$ cat src/hw/rtl/sto_pkg.sv
// shared types and constants for the sorted timeout queue
`timescale 1ns / 1ps
package sto_pkg;

    localparam int SLOT_MAXW = 6;
    localparam int MAX_RES   = 32;

    localparam logic [2:0] OP_TICK      = 3'd0;
    localparam logic [2:0] OP_ARM       = 3'd1;
    localparam logic [2:0] OP_CANCEL    = 3'd2;
    localparam logic [2:0] OP_ALLOC     = 3'd3;
    localparam logic [2:0] OP_CANCEL_TAG = 3'd4;

    localparam logic [1:0] ST_OK   = 2'd0;
    localparam logic [1:0] ST_FULL = 2'd1;
    localparam logic [1:0] ST_MISS = 2'd2;

    typedef enum logic [1:0] {
        AFTER_INSERT = 2'd0,
        AFTER_TICK   = 2'd1,
        AFTER_DONE   = 2'd2
    } after_rm_t;

    typedef struct packed {
        logic [SLOT_MAXW-1:0] ord_ra;
        logic                 ord_we;
        logic [SLOT_MAXW-1:0] ord_wa;
        logic [SLOT_MAXW-1:0] ord_wd;
        logic                 slot_we;
        logic [SLOT_MAXW-1:0] slot_wa;
        logic [31:0]          slot_wdl;
        logic [31:0]          slot_wtag;
        logic                 rd_direct;
        logic [SLOT_MAXW-1:0] rd_slot;
        logic                 q_set;
        logic                 q_clr;
        logic [SLOT_MAXW-1:0] q_idx;
    } sto_ctl_t;

endpackage

$ cat src/hw/rtl/sto_store.sv
// slot storage: order list, deadlines, tags and queued flags
`timescale 1ns / 1ps
module sto_store
    import sto_pkg::*;
#(
    parameter int SLOTS = 32
) (
    input  logic                       aclk,
    input  logic                       aresetn,
    input  sto_ctl_t                   ctl,
    output logic [$clog2(SLOTS)-1:0]   ord_rd,
    output logic [31:0]                dl_rd,
    output logic [31:0]                tag_rd,
    output logic [SLOTS-1:0]           queued
);
    localparam int IW = $clog2(SLOTS);

    logic [IW-1:0] order_mem [SLOTS];
    logic [31:0]   dl_mem    [SLOTS];
    logic [31:0]   tag_mem   [SLOTS];
    logic [SLOTS-1:0] queued_reg;
    logic [SLOTS-1:0] queued_next;
    logic [IW-1:0] sidx;

    always_ff @(posedge aclk) begin
        if (ctl.ord_we) begin
            order_mem[IW'(ctl.ord_wa)] <= IW'(ctl.ord_wd);
        end
        if (ctl.slot_we) begin
            dl_mem[IW'(ctl.slot_wa)]  <= ctl.slot_wdl;
            tag_mem[IW'(ctl.slot_wa)] <= ctl.slot_wtag;
        end
    end

    always_comb begin
        queued_next = queued_reg;
        if (ctl.q_clr) queued_next[IW'(ctl.q_idx)] = 1'b0;
        if (ctl.q_set) queued_next[IW'(ctl.q_idx)] = 1'b1;
    end

    always_ff @(posedge aclk) begin
        if (!aresetn) begin
            queued_reg <= '0;
        end else begin
            queued_reg <= queued_next;
        end
    end

    assign ord_rd = order_mem[IW'(ctl.ord_ra)];
    assign sidx   = ctl.rd_direct ? IW'(ctl.rd_slot) : ord_rd;
    assign dl_rd  = dl_mem[sidx];
    assign tag_rd = tag_mem[sidx];
    assign queued = queued_reg;

endmodule

$ cat src/hw/rtl/sorted_timeout_queue.sv
// sorted timeout queue: sequencer walking the order list with one shared compare
// arm scans for the insert point and shifts the tail up, first finding and unlinking a re-armed
// slot; cancel finds and unlinks; alloc first scans for a free slot; one walk step a cycle
// tick: fires due items from the head, each unlinked and then passed to the output,
// one item at a time, s_ready only while idle
// reset: synchronous active low, clears count, length and queued flags
`timescale 1ns / 1ps
module sorted_timeout_queue
    import sto_pkg::*;
#(
    parameter int SLOTS = 32
) (
    input  logic        aclk,
    input  logic        aresetn,
    input  logic        s_valid,
    output logic        s_ready,
    input  logic [2:0]  s_operation,
    input  logic [4:0]  s_slot,
    input  logic [31:0] s_interval,
    input  logic [31:0] s_tag,
    output logic        m_valid,
    input  logic        m_ready,
    output logic [1:0]  m_status,
    output logic [4:0]  m_slot_out,
    output logic [31:0] m_tag_out,
    output logic        m_fired,
    output logic        m_last
);
    localparam int IW = $clog2(SLOTS);
    localparam int LW = $clog2(SLOTS + 1);

    typedef enum logic [9:0] {
        S_IDLE  = 10'b0000000001,
        S_TCHK  = 10'b0000000010,
        S_FIND  = 10'b0000000100,
        S_SHDN  = 10'b0000001000,
        S_SCAN  = 10'b0000010000,
        S_SHUP  = 10'b0000100000,
        S_PUT   = 10'b0001000000,
        S_ALLOC = 10'b0010000000,
        S_TAGS  = 10'b0100000000,
        S_OUT   = 10'b1000000000
    } state_t;

    state_t state_reg, state_next;
    logic [31:0] count_reg, count_next;
    logic [LW-1:0] len_reg, len_next;
    logic [LW-1:0] idx_reg, idx_next;
    logic [LW-1:0] pos_reg, pos_next;
    logic [5:0] n_reg, n_next;
    logic pend_reg, pend_next;
    after_rm_t after_reg, after_next;
    logic [IW-1:0] slot_reg, slot_next;
    logic [31:0] dl_reg, dl_next;
    logic [31:0] tag_reg, tag_next;
    logic        valid_reg, valid_next;
    logic [1:0]  status_reg, status_next;
    logic [4:0]  sout_reg, sout_next;
    logic [31:0] tout_reg, tout_next;
    logic        fired_reg, fired_next;
    logic        last_reg, last_next;

    sto_ctl_t ctl;
    logic [IW-1:0] ord_rd;
    logic [31:0] dl_rd, tag_rd;
    logic [SLOTS-1:0] queued;

    logic [31:0] cmp_b;
    logic        dl_le;
    logic        slot_ok;
    logic [IW-1:0] in_idx;
    logic [LW-1:0] idx_inc;

    sto_store #(.SLOTS(SLOTS)) u_store (
        .aclk(aclk), .aresetn(aresetn), .ctl(ctl),
        .ord_rd(ord_rd), .dl_rd(dl_rd), .tag_rd(tag_rd), .queued(queued)
    );

    // shared deadline compare
    assign cmp_b   = (state_reg == S_TCHK) ? count_reg : dl_reg;
    assign dl_le   = dl_rd <= cmp_b;
    assign slot_ok = 32'(s_slot) < SLOTS;
    assign in_idx  = IW'(s_slot);
    assign idx_inc = idx_reg + LW'(1);

    always_comb begin
        state_next  = state_reg;
        count_next  = count_reg;
        len_next    = len_reg;
        idx_next    = idx_reg;
        pos_next    = pos_reg;
        n_next      = n_reg;
        pend_next   = pend_reg;
        after_next  = after_reg;
        slot_next   = slot_reg;
        dl_next     = dl_reg;
        tag_next    = tag_reg;
        valid_next  = valid_reg;
        status_next = status_reg;
        sout_next   = sout_reg;
        tout_next   = tout_reg;
        fired_next  = fired_reg;
        last_next   = last_reg;
        ctl           = '0;
        ctl.ord_ra    = SLOT_MAXW'(idx_reg[IW-1:0]);
        ctl.slot_wa   = SLOT_MAXW'(slot_reg);
        ctl.slot_wdl  = dl_reg;
        ctl.slot_wtag = tag_reg;
        ctl.q_idx     = SLOT_MAXW'(slot_reg);

        unique case (state_reg)
            S_IDLE: begin
                if (s_valid) begin
                    slot_next   = in_idx;
                    dl_next     = count_reg + s_interval;
                    tag_next    = s_tag;
                    idx_next    = '0;
                    pos_next    = '0;
                    status_next = ST_MISS;
                    sout_next   = s_slot;
                    tout_next   = '0;
                    fired_next  = 1'b0;
                    last_next   = 1'b1;
                    ctl.rd_direct = 1'b1;
                    ctl.rd_slot   = SLOT_MAXW'(in_idx);
                    unique case (s_operation)
                        OP_TICK: begin
                            count_next = count_reg + 32'd1;
                            n_next     = '0;
                            pend_next  = 1'b0;
                            state_next = S_TCHK;
                        end
                        OP_ARM: begin
                            if (!slot_ok) begin
                                valid_next = 1'b1;
                                state_next = S_OUT;
                            end else if (queued[in_idx]) begin
                                after_next = AFTER_INSERT;
                                state_next = S_FIND;
                            end else begin
                                state_next = S_SCAN;
                            end
                        end
                        OP_CANCEL: begin
                            if (slot_ok && queued[in_idx]) begin
                                status_next = ST_OK;
                                tout_next   = tag_rd;
                                after_next  = AFTER_DONE;
                                state_next  = S_FIND;
                            end else begin
                                valid_next = 1'b1;
                                state_next = S_OUT;
                            end
                        end
                        OP_ALLOC:      state_next = S_ALLOC;
                        OP_CANCEL_TAG: state_next = S_TAGS;
                        default:       state_next = S_IDLE;
                    endcase
                end
            end
            S_TCHK: begin
                ctl.ord_ra = '0;
                if (len_reg != '0 && n_reg < 6'(MAX_RES) && dl_le) begin
                    if (pend_reg) begin
                        valid_next = 1'b1;
                        last_next  = 1'b0;
                        state_next = S_OUT;
                    end else begin
                        status_next = ST_OK;
                        sout_next   = 5'(ord_rd);
                        tout_next   = tag_rd;
                        fired_next  = 1'b1;
                        pend_next   = 1'b1;
                        n_next      = n_reg + 6'd1;
                        ctl.q_clr   = 1'b1;
                        ctl.q_idx   = SLOT_MAXW'(ord_rd);
                        idx_next    = '0;
                        after_next  = AFTER_TICK;
                        state_next  = S_SHDN;
                    end
                end else if (pend_reg) begin
                    valid_next = 1'b1;
                    last_next  = 1'b1;
                    state_next = S_OUT;
                end else begin
                    state_next = S_IDLE;
                end
            end
            S_FIND: begin
                if (ord_rd == slot_reg) begin
                    ctl.q_clr  = 1'b1;
                    state_next = S_SHDN;
                end else begin
                    idx_next = idx_inc;
                end
            end
            S_SHDN: begin
                ctl.ord_ra = SLOT_MAXW'(idx_inc[IW-1:0]);
                if (idx_inc < len_reg) begin
                    ctl.ord_we = 1'b1;
                    ctl.ord_wa = SLOT_MAXW'(idx_reg[IW-1:0]);
                    ctl.ord_wd = SLOT_MAXW'(ord_rd);
                    idx_next   = idx_inc;
                end else begin
                    len_next = len_reg - LW'(1);
                    idx_next = '0;
                    unique case (after_reg)
                        AFTER_INSERT: state_next = S_SCAN;
                        AFTER_TICK:   state_next = S_TCHK;
                        default: begin
                            valid_next = 1'b1;
                            state_next = S_OUT;
                        end
                    endcase
                end
            end
            S_SCAN: begin
                if (idx_reg < len_reg && dl_le) begin
                    idx_next = idx_inc;
                end else begin
                    pos_next   = idx_reg;
                    idx_next   = len_reg;
                    state_next = S_SHUP;
                end
            end
            S_SHUP: begin
                ctl.ord_ra = SLOT_MAXW'(idx_reg[IW-1:0] - IW'(1));
                if (idx_reg > pos_reg) begin
                    ctl.ord_we = 1'b1;
                    ctl.ord_wa = SLOT_MAXW'(idx_reg[IW-1:0]);
                    ctl.ord_wd = SLOT_MAXW'(ord_rd);
                    idx_next   = idx_reg - LW'(1);
                end else begin
                    state_next = S_PUT;
                end
            end
            S_PUT: begin
                ctl.ord_we  = 1'b1;
                ctl.ord_wa  = SLOT_MAXW'(pos_reg[IW-1:0]);
                ctl.ord_wd  = SLOT_MAXW'(slot_reg);
                ctl.slot_we = 1'b1;
                ctl.q_set   = 1'b1;
                len_next    = len_reg + LW'(1);
                status_next = ST_OK;
                sout_next   = 5'(slot_reg);
                tout_next   = tag_reg;
                valid_next  = 1'b1;
                state_next  = S_OUT;
            end
            S_ALLOC: begin
                if (idx_reg == LW'(SLOTS)) begin
                    status_next = ST_FULL;
                    sout_next   = '0;
                    valid_next  = 1'b1;
                    state_next  = S_OUT;
                end else if (!queued[idx_reg[IW-1:0]]) begin
                    slot_next  = idx_reg[IW-1:0];
                    idx_next   = '0;
                    state_next = S_SCAN;
                end else begin
                    idx_next = idx_inc;
                end
            end
            S_TAGS: begin
                if (idx_reg < len_reg) begin
                    if (tag_rd == tag_reg) begin
                        status_next = ST_OK;
                        sout_next   = 5'(ord_rd);
                        tout_next   = tag_reg;
                        ctl.q_clr   = 1'b1;
                        ctl.q_idx   = SLOT_MAXW'(ord_rd);
                        after_next  = AFTER_DONE;
                        state_next  = S_SHDN;
                    end else begin
                        idx_next = idx_inc;
                    end
                end else begin
                    sout_next  = '0;
                    valid_next = 1'b1;
                    state_next = S_OUT;
                end
            end
            S_OUT: begin
                if (m_ready) begin
                    valid_next = 1'b0;
                    pend_next  = 1'b0;
                    state_next = last_reg ? S_IDLE : S_TCHK;
                end
            end
            default: state_next = S_IDLE;
        endcase
    end

    always_ff @(posedge aclk) begin
        if (!aresetn) begin
            state_reg <= S_IDLE;
            count_reg <= '0;
            len_reg   <= '0;
            valid_reg <= 1'b0;
            pend_reg  <= 1'b0;
            n_reg     <= '0;
            after_reg <= AFTER_DONE;
        end else begin
            state_reg <= state_next;
            count_reg <= count_next;
            len_reg   <= len_next;
            valid_reg <= valid_next;
            pend_reg  <= pend_next;
            n_reg     <= n_next;
            after_reg <= after_next;
        end
    end

    always_ff @(posedge aclk) begin
        idx_reg    <= idx_next;
        pos_reg    <= pos_next;
        slot_reg   <= slot_next;
        dl_reg     <= dl_next;
        tag_reg    <= tag_next;
        status_reg <= status_next;
        sout_reg   <= sout_next;
        tout_reg   <= tout_next;
        fired_reg  <= fired_next;
        last_reg   <= last_next;
    end

    assign s_ready    = state_reg == S_IDLE;
    assign m_valid    = valid_reg;
    assign m_status   = status_reg;
    assign m_slot_out = sout_reg;
    assign m_tag_out  = tout_reg;
    assign m_fired    = fired_reg;
    assign m_last     = last_reg;

    a_no_overlap: assert property (@(posedge aclk) disable iff (!aresetn)
        !(s_ready && m_valid)) else $error("input taken while result pending");
    a_len_bound: assert property (@(posedge aclk) disable iff (!aresetn)
        32'(len_reg) <= SLOTS) else $error("queue length overflow");
    a_len_match: assert property (@(posedge aclk) disable iff (!aresetn)
        (state_reg == S_IDLE) |-> ($countones(queued) == 32'(len_reg)))
        else $error("queued flags disagree with length");
    a_fired_ok: assert property (@(posedge aclk) disable iff (!aresetn)
        (m_valid && m_fired) |-> (m_status == ST_OK)) else $error("fired item not ok");

endmodule

$ cat config.mk
export PLATFORM = sky130hd
export DESIGN_NAME = sorted_timeout_queue
export DESIGN_NICKNAME = d
export VERILOG_FILES = /design/src/hw/rtl/sto_pkg.sv /design/src/hw/rtl/sto_store.sv /design/src/hw/rtl/sorted_timeout_queue.sv
export SDC_FILE = /design/constraint.sdc
export NUM_CORES = 2
export LEC_CHECK = 0
export BUFFER_PORTS_ARGS = -buffer_cell sky130_fd_sc_hd__buf_4
export CELL_PAD_IN_SITES_DETAIL_PLACEMENT = 1
export CELL_PAD_IN_SITES_GLOBAL_PLACEMENT = 2
export CORE_ASPECT_RATIO = 1.5
export CORE_UTILIZATION = 40
export CTS_CLUSTER_SIZE = 25
export DETAILED_ROUTE_END_ITERATION = 8
export PLACE_DENSITY = 0.65
export RECOVER_POWER = 50
export REMOVE_ABC_BUFFERS = 1
export SETUP_SLACK_MARGIN = 0.5
export SYNTH_ARGS = -nofsm -noshare
export SYNTH_HDL_FRONTEND = slang
export SYNTH_HIERARCHICAL = 1
export SYNTH_SLANG_ARGS = --single-unit
$ cat constraint.sdc
create_clock -name aclk -period 13.7 [get_ports aclk]
set_clock_uncertainty 0.1 [all_clocks]
set_input_delay 2.74 -clock aclk [delete_from_list [all_inputs] [get_ports aclk]]
set_output_delay 2.74 -clock aclk [all_outputs]
set_load 0.02 [all_outputs]
==> Yosys cells after proc, flatten, opt, wreduce, memory -nomap -nowiden <==
Memories as Yosys holds them, arrays and structs flattened.
Index checks and enable logic that the tools add are counted.
{ "classes": {"bitwise_logic": 3, "shifts": 0, "n_div": 0, "n_eq_ne": 45, "order_cmp": 9, "n_addsub": 8, "n_mux": 126, "reduce_logical": 34, "mul": 0} }
{ "op_table": {"columns": ["op", "count"], "rows": [
  ["$mux W32", 10],
  ["$mux W10", 14],
  ["$pmux W32 S4", 1],
  ["$mux W6", 17],
  ["$pmux W10 S10", 1],
  ["$mux W5", 10],
  ["$pmux W10 S5", 1],
  ["$pmux W6 S8", 1],
  ["$mux W7", 6],
  ["$pmux W13 S3", 1],
  ["$ne A2 B2 Y1 const B", 19],
  ["$pmux W6 S2", 3],
  ["$add A32 B1 Y32 const B", 1],
  ["$add A32 B32 Y32", 1],
  ["$and A32 B32 Y32", 1],
  ["$eq A32 B32 Y1", 1],
  ["$le A32 B32 Y1", 1],
  ["$mux W2", 16],
  ["$not A32 Y32", 1],
  ["$or A32 B32 Y32", 1],
  ["$mux W1", 27],
  ["$mux W13", 2],
  ["$pmux W5 S5", 1],
  ["$pmux W10 S2", 1],
  ["57 further kinds", 87]
]} }
{ "totals": {"rom_bits": 0, "in_bits": 76, "out_inout_bits": 43, "mem_bits_rw": 2208, "latch_bits": 0, "mem_count": 3, "register_bits": 212} }
{ "memory_table": {"columns": ["memory", "depth", "width", "read_ports", "rd_ports_with_merged_regs", "wr", "line", "text"], "rows": [
  ["u_store.dl_mem", 32, 32, 1, 0, 1, "sto_store.sv:19", "logic [31:0] dl_mem [SLOTS];"],
  ["u_store.tag_mem", 32, 32, 1, 0, 1, "sto_store.sv:20", "logic [31:0] tag_mem [SLOTS];"],
  ["u_store.order_mem", 32, 5, 1, 0, 1, "sto_store.sv:18", "logic [IW-1:0] order_mem [SLOTS];"]
]} }

==> Longest topological paths before layout <==
An unclocked memory read counts as a cell.
{ "depth": {"ltp_word": 18, "depth_mapped": 37} }

==> Cells and area by module <==
The synthesis kept the hierarchy.
{ "by_module_without_submodules": {"columns": ["module", "instances", "cells_per_inst", "area_per_inst_um2"], "rows": [
  ["sto_store", 1, 5550, 88712.6],
  ["sorted_timeout_queue", 1, 1232, 12225.5]
]} }

==> Least setup slack after synthesis <==
Ideal clock, no wire load.
{ "synth_timing": {"path_type": "in2reg", "startpoint": "in s_valid", "endpoint": "reg tout_reg[0], in the netlist m_tag_out[0] (enable)", "t_arrival_ps": 10595, "cell_stages": 21, "path_buffers": 5, "setup_slack_ps": 2535, "t_required_ps": 13130, "setup_ps": 470, "cell_sequence": "clkbuf_1 > nand2_1 > inv_1 > clkbuf_1 > inv_2 > nor2_1 > a31o_1 > buf_6 > buf_4 > clkbuf_1 > nand3_1 > a311oi_1 > o22ai_1 > ha_1 > nand4_1 > nor4_1 > nand3_1 > o21a_1 > or4_1 > a21o_1 > a211oi_1"} }
{ "synth_rtl": {"columns": ["element", "line", "text"], "rows": [
  ["from (decl)", "sorted_timeout_queue.sv:15", "input logic s_valid,"],
  ["to (signal assigned)", "sorted_timeout_queue.sv:322", "tout_reg <= tout_next;"],
  ["to (decl)", "sorted_timeout_queue.sv:59", "logic [31:0] tout_reg, tout_next;"]
]} }

==> run metrics <==
status complete, but fails checks; failing checks max-capacitance violations, max-slew violations; crit-path max FO 29; CTS root buffer clkbuf_16; average size of a mapped cell 14.9 µm²; First-pass DRT Iterations 7; clk slew on worst S/H paths 0.06 ns; Logic pwr share 0.254; Switching Fraction 0.330; GPL Wtd Cong 0.831; type of the tightest min-delay check reg -> reg; final worst-path cycle share 0.877; Final min period 12.02 ns; Starting Density 0.403; Hold Crit Depth 2; initial antenna violation count 10; share of cells above drive strength 1 0.105; vias in the first global route 66100; post-cts resize count 0; clock latency on the worst-skew pair 0.93 ns; worst slew pin tran 4.02 ns; Reg power frac 0.418; Die Span X 412 µm; pin count of the biggest net entering global routing 107; Clock Sink Count 2420; Final Setup Violations 0; P&R area growth vs syn 12.0%; Gate Count Post-Synth 6780; clk buf depth 4; Syn Std Cell Area 101000 µm²; Regs by FF count u_store/dl_mem x1024, u_store/tag_mem x1024, u_store/order_mem x160; CTS Hold Buffers Added 0; maximum vdd drop 108 µV; crit end category flop; Startpoint Class primary input; Routed Antenna Nets 0; Worst Reg-to-Reg Cells 28; required time of the critical path 14.43 ns; crit path kind in -> reg; Die Area 254000 µm²; post-CTS setup buffers 0; Ports 119; global-route wire length before repair 495000 µm; Final HPWL DP 200000 µm; Int Power 13.6 mW; detailed-route wire length per cell 34.0 µm; I/O Buffers 118; Vias/cell 6.17; detailed-route via count 64000; Fin. Hold Viols 0; Static Leak 37.6 nW; Post-route DRC 0; Hold WS 0.398 ns; Clk pwr share 0.327; Switching Power 6.69 mW; Synth warnings 6; total of fill cells in the finished design 24600; Initial DRC Count 5686; drt total wl 353000 µm; Arr. time, crit path 12.74 ns; max_slew headroom -1.68; f_max 83.2 MHz; unrepaired setup endpoints after global routing no; gr usage total 0.273; Final Non-Filler Cells 10400; row cnt 225; Max Cap Viol 33; Die Y 617 µm; H-Tree Depth 4; dpl cells 9935; Power, Total 20.3 mW; Nets 7051; Num CTS Buffers 239; Core ar. 251000 µm²; GRT overflow 0; CTS tree done; Max Slew Vio Count 1116; Power Density 179 nW/µm²
## worst max-delay path, cell delays in order
cell and delay (ns):
clkbuf_1 0.29, nand2_1 0.32, clkinvlp_2 1.11, inv_2 0.79, nor2_1 0.25, a31oi_4 0.48
buf_4 0.52, nand2_4 0.46, buf_4 0.46, o221ai_1 0.33, o22ai_1 0.13, a22oi_1 0.90
ha_1 0.41, a21oi_1 0.14, o21ai_0 0.10, a221o_1 0.42, o21ai_0 0.80, and4_1 0.45
a21oi_1 0.16, mux2_2 0.36, nand2_1 0.07, nor2_1 0.66, nand2_1 0.11, a21boi_0 0.21
## cell type report
class                      count  area (µm²)  area share
sequential                  2420       71800       0.635
multi-input combinational   3853       26900       0.238
clock buffer                 294        6330      0.0560
tap                         3291        4120      0.0364
timing repair buffer         325        2510      0.0222
clock inverter               134        1310      0.0116
inverter                      46         174     0.00154
antenna                        3        7.51   0.0000664
## power groups by stage
| stage | registers, mW | clock network (mW) | logic, mW |
|---|---|---|---|
| global route | 8.49 | 6.97 | 5.43 |
| detailed placement | 8.63 | 0 | 5.18 |
| CTS | 8.47 | 6.74 | 5.20 |
| finish | 8.48 | 6.63 | 5.15 |
| global placement | 8.62 | 0 | 5.10 |
| floorplan | 8.64 | 0 | 3.29 |
## per-layer routing
| layer | up-vias | track usage | part of all wire |
|---|---|---|---|
| met1 | 34300 | 0.339 | 0.40 |
| met5 | - | 0 | 0.00013 |
| met3 | 646 | 0.0279 | 0.046 |
| met2 | 1911 | 0.488 | 0.52 |
| met4 | 6 | 0.0977 | 0.040 |
| li1 | 27100 | - | - |
## final timing paths
kind	end	slack (ns)	startpoint
worst max-delay path	u_store/queued[30]	1.68	s_valid
worst min-delay path	n_reg[4]	0.40	n_reg[4]
worst max register to register	u_store/queued[30]	1.72	state_reg[3]
worst min register to register	n_reg[4]	0.40	n_reg[4]
## cell usage in the layout (no fill, tap or decap), types with 29 or more instances in the layout
cell type	instances
edfxtp_1	2330
nand2_1	819
mux2i_1	499
a211oi_1	341
and3_1	298
clkbuf_16	243
buf_4	215
a21oi_1	158
o221ai_1	147
nand3_1	145
nor2_1	137
a311oi_1	123
a31oi_1	118
o21ai_0	105
clkbuf_1	103
dfxtp_1	90
ha_1	88
o22ai_1	79
xor2_1	67
clkinv_1	53
clkinv_2	46
a22o_1	43
nor3_1	42
a221oi_1	40
inv_1	38
nor4_1	36
xnor2_1	35
a21boi_0	34
nor2_4	34
clkbuf_4	29
## metrics by stage
step | area, µm² | setup TNS [ns] | util | worst slack (ns)
6_report | 113000 | 0 | 0.451 | 1.68
3_3_place_gp | 106000 | 0 | 0.422 | 1.09
2_1_floorplan | 98400 | -784.98 | - | -7.80
5_1_grt | 113000 | 0 | 0.451 | 1.16
4_1_cts | 113000 | 0 | 0.452 | 2.04
3_5_place_dp | 106000 | 0 | 0.422 | 2.11
(Power assumes the default switching activity.)
